File: src/hw/rtl/rpfa_pkg.sv
package rpfa_pkg;

  localparam int unsigned ADDR_W         = 40;
  localparam int unsigned OP_W           = 3;
  localparam int unsigned RUN_W          = 12;
  localparam int unsigned STATUS_W       = 3;
  localparam int unsigned COUNT_W        = 8;
  localparam int unsigned CFG_IDX_W      = 2;

  localparam int unsigned FRAMES_DEF     = 2048;
  localparam int unsigned PAGE_SHIFT_DEF = 12;

  localparam logic [COUNT_W-1:0] RESERVED_COUNT = COUNT_W'(100);
  localparam logic [COUNT_W-1:0] COUNT_MAX      = '1;

  localparam logic [ADDR_W-1:0] BASE_RST  = 40'h00_8000_0000;
  localparam logic [ADDR_W-1:0] START_RST = 40'h00_8000_0000;
  localparam logic [ADDR_W-1:0] END_RST   = 40'h00_8080_0000;

  typedef enum logic [OP_W-1:0] {
    OP_INIT      = 3'd0,
    OP_ALLOC     = 3'd1,
    OP_ALLOC_RUN = 3'd2,
    OP_FREE      = 3'd3,
    OP_SHARE     = 3'd4
  } op_e;

  typedef enum logic [STATUS_W-1:0] {
    ST_OK           = 3'd0,
    ST_NO_SPACE     = 3'd1,
    ST_NONEXIST     = 3'd2,
    ST_ALREADY_FREE = 3'd3,
    ST_IGNORED      = 3'd4,
    ST_SATURATED    = 3'd5
  } status_e;

  typedef enum logic [CFG_IDX_W-1:0] {
    CFG_BASE_ADDR       = 2'd0,
    CFG_FREE_START_ADDR = 2'd1,
    CFG_MEMORY_END_ADDR = 2'd2
  } cfg_idx_e;

  typedef enum logic [2:0] {
    S_CLEAR,
    S_IDLE,
    S_INIT,
    S_SCAN,
    S_MARK,
    S_LOOKUP,
    S_UPDATE,
    S_DONE
  } state_e;

  typedef struct packed {
    logic [OP_W-1:0]   operation;
    logic [ADDR_W-1:0] address;
    logic [RUN_W-1:0]  run_length;
  } in_item_t;

  typedef struct packed {
    logic [ADDR_W-1:0]   result_addr;
    logic [STATUS_W-1:0] status;
  } out_item_t;

  typedef struct packed {
    logic [ADDR_W-1:0] base_addr;
    logic [ADDR_W-1:0] free_start_addr;
    logic [ADDR_W-1:0] memory_end_addr;
  } cfg_t;

  // Address decode results handed from the map unit to the sequencer
  typedef struct packed {
    status_e           loc_status;
    logic [ADDR_W-1:0] frame;
    logic              init_ok;
    logic [ADDR_W-1:0] init_start;
    logic [ADDR_W-1:0] init_count;
  } map_t;

endpackage

File: src/hw/rtl/rpfa_addr_map.sv
module rpfa_addr_map #(
  parameter int unsigned FRAMES          = rpfa_pkg::FRAMES_DEF,
  parameter int unsigned PAGE_SHIFT_BITS = rpfa_pkg::PAGE_SHIFT_DEF
) (
  input  rpfa_pkg::cfg_t                    cfg_i,
  input  logic [rpfa_pkg::ADDR_W-1:0]       address_i,
  output rpfa_pkg::map_t                    map_o
);
  import rpfa_pkg::*;

  localparam logic [ADDR_W-1:0] FRAMES_A = ADDR_W'(FRAMES);

  logic [ADDR_W-1:0] offset;
  logic [ADDR_W-1:0] frame;

  assign offset = address_i - cfg_i.base_addr;
  assign frame  = offset >> PAGE_SHIFT_BITS;

  // Map a physical address to a frame index and a status
  always_comb begin
    map_o.frame = frame;
    if (address_i < cfg_i.base_addr) begin
      map_o.loc_status = ST_IGNORED;
    end else if (address_i >= cfg_i.memory_end_addr) begin
      map_o.loc_status = ST_NONEXIST;
    end else if (frame >= FRAMES_A) begin
      map_o.loc_status = ST_NONEXIST;
    end else begin
      map_o.loc_status = ST_OK;
    end
  end

  // Free window for init: start frame and frame count
  assign map_o.init_ok = (cfg_i.free_start_addr >= cfg_i.base_addr) &&
                         (cfg_i.memory_end_addr > cfg_i.free_start_addr);
  assign map_o.init_start = (cfg_i.free_start_addr - cfg_i.base_addr) >> PAGE_SHIFT_BITS;
  assign map_o.init_count = (cfg_i.memory_end_addr - cfg_i.free_start_addr) >> PAGE_SHIFT_BITS;

endmodule

File: config.mk
export PLATFORM = sky130hd
export DESIGN_NAME = rpfa_addr_map
export DESIGN_NICKNAME = d
export VERILOG_FILES = /design/src/hw/rtl/rpfa_pkg.sv /design/src/hw/rtl/rpfa_addr_map.sv
export SDC_FILE = /design/constraint.sdc
export NUM_CORES = 1
export LEC_CHECK = 0
export BUFFER_PORTS_ARGS = -buffer_cell sky130_fd_sc_hd__buf_2
export CAP_MARGIN = 20
export CORE_MARGIN = 8
export CORE_UTILIZATION = 50
export DETAILED_ROUTE_END_ITERATION = 8
export PLACE_DENSITY = 0.94
export SYNTH_ARGS = -nofsm -noshare
export SYNTH_HDL_FRONTEND = slang
export SYNTH_SLANG_ARGS = --single-unit
File: constraint.sdc
create_clock -name vclk -period 8.4
set_clock_uncertainty 0.15 [all_clocks]
set_input_delay 0.42 -clock vclk [all_inputs]
set_output_delay 0.42 -clock vclk [all_outputs]
set_load 0.01 [all_outputs]
==> parameters.txt, run 1 <==
Parameter                              Value

Setup path
  WP data required    7.83 ns
  Worst-path fanout max    5
  Kind of critical path    input pin to primary output
  Crit start category    input pin
  Signal arrival time at the worst endpoint    3.47 ns
  CP endpoint kind    primary output

Power
  Power per cell area    86.7 mW/mm²
  Tot Pwr    697 µW
  Pleak    4.61 nW
  Maximum resistive drop on vdd    0.0462 mV

Final layout
  Fraction of final layout cells with drive strength greater than 1    22.4%
  Area of the multi-input gates    0.00607 mm²
  Clock buffers    0
  Non-filler cells, final    1386
  Most frequent standard cell in the layout excluding fill and tap cells    buf_2
  Number of nets in the layout    1527
  FF+latch count    0
  Final std cell area, no fill    0.00804 mm²
  Area Overhead vs Synth    19.1%
  Sequential Area    0 µm²
  Most used cells in the layout excluding fill and tap cells    247 x buf_2, 159 x ha_1, 135 x inv_1
  Number of fill cells in the layout    1284

Logic synthesis
  Synthesized cell area    0.00675 mm²
  Sequential cell area fraction in the yosys report    0%
  Synthesis warning total    0
  Mean area per synthesized cell    6.97 µm²
  Cells after synthesis    968
  Number of distinct library cells after synthesis    70

Timing
  RSZ-0062 raised after global routing    no
  Shortest clock period the worst path allows after layout    4.04 ns
  Final worst path period share    48.1%
  Max-slew violation count    0
  Actual transition at the worst max-transition pin    0.524 ns
  Number of hold violations in the final report    0
  Max frequency    247 MHz
  Normalized max-slew margin    64.8%
  Total negative slack    0 ns
  # setup viols final    0

Floorplan
  DIE WIDTH    132 µm
  Rows    42
  Initial standard-cell utilization of the core    51.2%
  Height of the die    132 µm
  Floorplan die area    0.0175 mm²
  Top-Level Pins    284
  Area of the core    0.0132 mm²

Global routing
  Vias in the first global route    7925
  Antenna violations before repair    7
  Final global-route overflow total    0
  First-pass GRT wire length    39.4 mm
  GRT Total Usage    26.9%
  Pin count of the biggest net entering global routing    11

CTS
  Number of gates resized after cts    0
  Count of hold-fix buffers inserted at cts    0
  Number of buffers inserted to repair setup after CTS    0

Place
  IO buf count    247
  Post-place instance area    0.00803 mm²
  Placed Cells incl. Taps    1382
  Dpl hpwl    23.4 mm
  Placer's final routability congestion estimate    1.02

Drt
  DRC violation total after the first TritonRoute iteration    526
  DRT antenna net count    0
  Sum of routed wire length over all layers    25.6 mm
  Via-to-Cell Ratio    5.77
  Pre-Repair DR Iteration Count    5
  Count of vias placed by the detailed router    7996
  Drc violations    0
  Routed WL per cell    18.5 µm

Status
  Result of the run    complete, no violations

Flow run
  Count of max-cap constraint violations    0

Worst hold path
  Class of the tightest hold or removal check    input pin to primary output
synthesized netlist by cell type, types with 3 or more instances:
library cell	count	area share, %
a21o_1	46	5.1
xnor2_1	45	5.8
nor3_1	21	1.6
nand3_1	33	2.4
ha_1	159	29
and2_1	9	0.83
a21oi_2	3	0.39
nand2b_1	13	1.2
o21ai_0	43	3.2
nand2_1	56	3.1
a21boi_0	3	0.33
o41ai_1	3	0.39
a221oi_1	4	0.52
nor4_1	5	0.46
a211o_1	5	0.65
o211ai_1	7	0.78
xor2_1	29	3.8
inv_1	135	7.5
a31oi_1	10	0.93
clkbuf_1	6	0.33
and4_1	5	0.65
nor2b_1	21	1.9
o21a_1	17	1.9
a21oi_1	89	6.6
a211oi_1	7	0.78
buf_4	37	4.1
nor2_1	59	3.3
o21bai_1	14	1.6
nand4_1	11	1.0
and3_1	16	1.5
final timing paths:
kind / endpoint / slack [ns] / cells after the start / start
max: map_o[26] / 4.36 / 14 / cfg_i[12]
min: map_o[123] / 1.11 / 4 / address_i[39]
critical path: stages:
cell and delay, ns:
buf_2 0.12, ha_1 0.37, a211oi_2 0.30, nor2b_1 0.08, a221oi_1 0.42, nor2_1 0.06
and4bb_2 0.35, o22ai_1 0.14, o41ai_2 0.43, o21ai_1 0.18, o21a_1 0.19, nor2_1 0.11
xnor2_1 0.14, buf_2 0.16
layout make-up:
cell class	count	area share, %
multi-input cells	824	75.5
repair buffers	247	15.4
inverters	135	6.30
well taps	176	2.74
diodes	4	0.125
per-stage QoR:
step                utilization [%]  hold slack (ns)  setup slack (ns)
detailed placement             60.9             1.11              4.40
floorplan                         -            0.869              4.87
CTS                            60.9             1.12              4.39
global placement               60.9             1.11              4.42
finish                         60.9             1.11              4.36
global route                   60.9             1.14              4.16
routing by layer:
layer / up-vias / GRT usage (%) / share of wire (%) / wire length (µm)
met2: 374 / 45.9 / 47 / 12000
met5: - / 0 / 0.12 / 30
met4: 6 / 9.72 / 3.5 / 894
met1: 3670 / 33.3 / 41 / 10600
li1: 3874 / - / - / -
met3: 72 / 4.34 / 8.0 / 2060
cells by family (layout without fill, tap and decap cells):
family                   after synthesis  after routing  synth area share, %
adder cells (fa/ha/maj)              159            159                 29.5
buffers and inverters                180            382                 12.1
AO/OA/AOI/OAI                        293            293                 29.3
XOR/XNOR                              74             74                 9.61
AND/OR/NAND/NOR                      261            261                 19.5
other                                  1             41               0.0556
power breakdown:
part,internal [mW],switching (mW)
clock network,0.0000000637,0
registers,0,0
logic,0.289,0.408
total,0.289,0.408
(Power assumes the default switching activity.)
==> inputs of run 2 (changes only) <==
Settings changed: CORE_UTILIZATION 50 to 46, PLACE_DENSITY 0.94 to 0.91.
Clock period 8.4 ns to 3.3 ns, I/O delays scaled along.
==> run 2 against run 1 <==
Compared with the run above:
- sequential share of layout area stayed put
- routed wire length is 7.6% higher
- setup slack worse by 4.3 ns
- flip-flop and latch count stayed put
- design area is 14% higher
- highest routed layer is now met4
==> parameters.txt, run 2 (synthesis gave the netlist of run 1 again) <==
Parameter                              Value

Floorplan
  DIE WIDTH    137 µm (was 132 µm)
  Rows    44 (was 42)
  Top-Level Pins    284 (unchanged)
  Height of the die    137 µm (was 132 µm)
  Area of the core    0.0144 mm² (was 0.0132 mm²)
  Floorplan die area    0.0188 mm² (was 0.0175 mm²)
  Initial standard-cell utilization of the core    46.8% (was 51.2%)

Final layout
  Sequential Area    0 µm² (unchanged)
  Number of fill cells in the layout    1299 (was 1284)
  Number of nets in the layout    1615 (was 1527)
  Clock buffers    0 (unchanged)
  Fraction of final layout cells with drive strength greater than 1    32.6% (was 22.4%)
  Area of the multi-input gates    0.00652 mm² (was 0.00607 mm²)
  Count of antenna diodes in the layout    0 (was 4)
  Most used cells in the layout excluding fill and tap cells    244 x buf_2, 143 x ha_1, 127 x inv_1 (was 247 x buf_2, 159 x ha_1, 135 x inv_1)
  Most frequent standard cell in the layout excluding fill and tap cells    buf_2 (unchanged)
  FF+latch count    0 (unchanged)
  Area Overhead vs Synth    36.0% (was 19.1%)
  Non-filler cells, final    1478 (was 1386)

Setup path
  Critical path cell sequence    buf_8 -> inv_4 -> ha_4 -> a211oi_2 -> nor2b_1 -> a221oi_2 -> nor2_1 -> and4bb_2 -> o22ai_4 -> o41ai_2 -> buf_4 -> o21ai_2 -> o21a_1 -> nor2_2 -> xnor2_2 -> buf_2 (was buf_2 -> ha_1 -> a211oi_2 -> nor2b_1 -> a221oi_1 -> nor2_1 -> and4bb_2 -> o22ai_1 -> o41ai_2 -> o21ai_1 -> o21a_1 -> nor2_1 -> xnor2_1 -> buf_2)
  Number of gates on the worst path with buffers counted    16 (was 14)
  Launching element of the worst setup path    cfg_i[52] (was cfg_i[12])
  Crit start category    input pin (unchanged)
  Worst-path fanout max    4 (was 5)
  Family with the most delay on the worst path    compound AO/OA/AOI/OAI gates (unchanged)
  Signal arrival time at the worst endpoint    2.97 ns (was 3.47 ns)
  CP endpoint kind    primary output (unchanged)
  Largest stage delay on the critical path    0.35 ns (was 0.43 ns)
  WP data required    2.98 ns (was 7.83 ns)
  Kind of critical path    input pin to primary output (unchanged)
  Highest-delay cell along the critical path    and4bb_2 (was o41ai_2)
  Worst path bufs/invs    4 (was 2)
  Termination of the worst setup path    map_o[26] (unchanged)

Timing
  Number of hold violations in the final report    0 (unchanged)
  Actual transition at the worst max-transition pin    0.553 ns (was 0.524 ns)
  Worst hold slack across all endpoints    0.604 ns (was 1.11 ns)
  PnR worst setup slack    0.0172 ns (was 4.36 ns)
  Max-slew violation count    0 (unchanged)
  # setup viols final    0 (unchanged)
  Normalized max-slew margin    62.8% (was 64.8%)
  Final worst path period share    99.5%
  Max frequency    305 MHz
  RSZ-0062 raised after global routing    yes (was no)
  Shortest clock period the worst path allows after layout    3.28 ns

Place
  Placed Cells incl. Taps    1470 (was 1382)
  Post-placement worst setup slack    -0.137 ns (was 4.40 ns)
  Placer's final routability congestion estimate    1.03 (was 1.02)
  Dpl hpwl    23.9 mm (was 23.4 mm)
  IO buf count    247 (unchanged)

Drt
  Sum of routed wire length over all layers    27.6 mm (was 25.6 mm)
  DRT antenna net count    0 (unchanged)
  Pre-Repair DR Iteration Count    5 (unchanged)
  Routed WL per cell    18.6 µm (was 18.5 µm)
  Via-to-Cell Ratio    5.67 (was 5.77)
  Count of vias placed by the detailed router    8382 (was 7996)
  DRC violation total after the first TritonRoute iteration    540 (was 526)
  Drc violations    0 (unchanged)

Power
  Part of the total power dissipated in sequential elements    0% (about the same)
  Internal cell power    927 µW (was 289 µW)
  Power per cell area    227 mW/mm² (was 86.7 mW/mm²)
  Pleak    5.10 nW (was 4.61 nW)
  Net switching power    1.15 mW (was 408 µW)
  Switching portion of total power    55.4% (was 58.5%)
  Fraction of power consumed by the clock network    0% (about the same)
  Combinational fraction of design power    100.0% (about the same)
  Tot Pwr    2.08 mW (was 697 µW)
  Maximum resistive drop on vdd    0.103 mV (was 0.0462 mV)

Status
  Result of the run    complete, no violations (unchanged)

Global routing
  GRT Total Usage    26.4% (was 26.9%)
  Vias in the first global route    8041 (was 7925)
  First-pass GRT wire length    40.2 mm (was 39.4 mm)
  Pin count of the biggest net entering global routing    9 (was 11)
  Antenna violations before repair    0 (was 7)
  Final global-route overflow total    0 (unchanged)

Flow run
  Count of max-cap constraint violations    0 (unchanged)

Worst hold path
  Class of the tightest hold or removal check    input pin to primary output (unchanged)
  Hold depth    4 (unchanged)
==> run 2: metrics by stage <==
stage | instance area (µm²) | util (%) | setup TNS [ns]
5_1_grt | 9180 | 63.6 | -0.753
3_5_place_dp | 8640 | 59.9 | -0.247
3_3_place_gp | 8640 | 59.9 | -0.157
4_1_cts | 8680 | 60.2 | -0.00397
2_1_floorplan | 6880 | - | 0
6_report | 9180 | 63.6 | 0
==> run 2: metal layers <==
layer / global-route usage [%] / share of wire [%] / up-vias
li1: - / - / 4059
met1: 34.4 / 40 / 3788
met2: 44.3 / 47 / 447
met3: 2.79 / 8.5 / 88
met4: 8.39 / 4.0 / 0
met5: 0 / 0 / -
==> run 2: worst min-delay path by stage <==
stage,startpoint,to,slack [ns]
final,address_i[39],map_o[123],0.60
after global routing,address_i[39],map_o[123],0.62
after CTS,address_i[39],map_o[123],0.60
after detailed placement,address_i[39],map_o[123],0.60
after global placement,address_i[39],map_o[123],0.60
after floorplan,address_i[39],map_o[123],0.36
==> run 2: timing repair <==
action                     4_1_cts  5_1_grt
hold buffers                     0        0
gates resized for setup          9       87
pin swaps                        7       39
setup endpoints to repair        6       21
buffers inserted                 0        8
==> run 2: area by class of cell <==
type,count,share of cell area (%)
Inverter,135,5.57
Multi-Input combinational cell,824,71.0
Tap cell,184,2.51
Timing Repair Buffer,335,20.9
==> run 2: power by group through the flow <==
stage	clock network, mW	registers, mW	logic, mW
finish	0	0	2.08
global route	0	0	2.26
CTS	0	0	1.92
detailed placement	0	0	1.90
global placement	0	0	1.88
floorplan	0	0	1.15
==> run 2: tightest hold or removal path: cells and delay by family <==
kind	cells	cell delay [ns]
buffers and inverters	2	0.23
adder cells (fa/ha/maj)	1	0.14
AO/OA/AOI/OAI	1	0.06
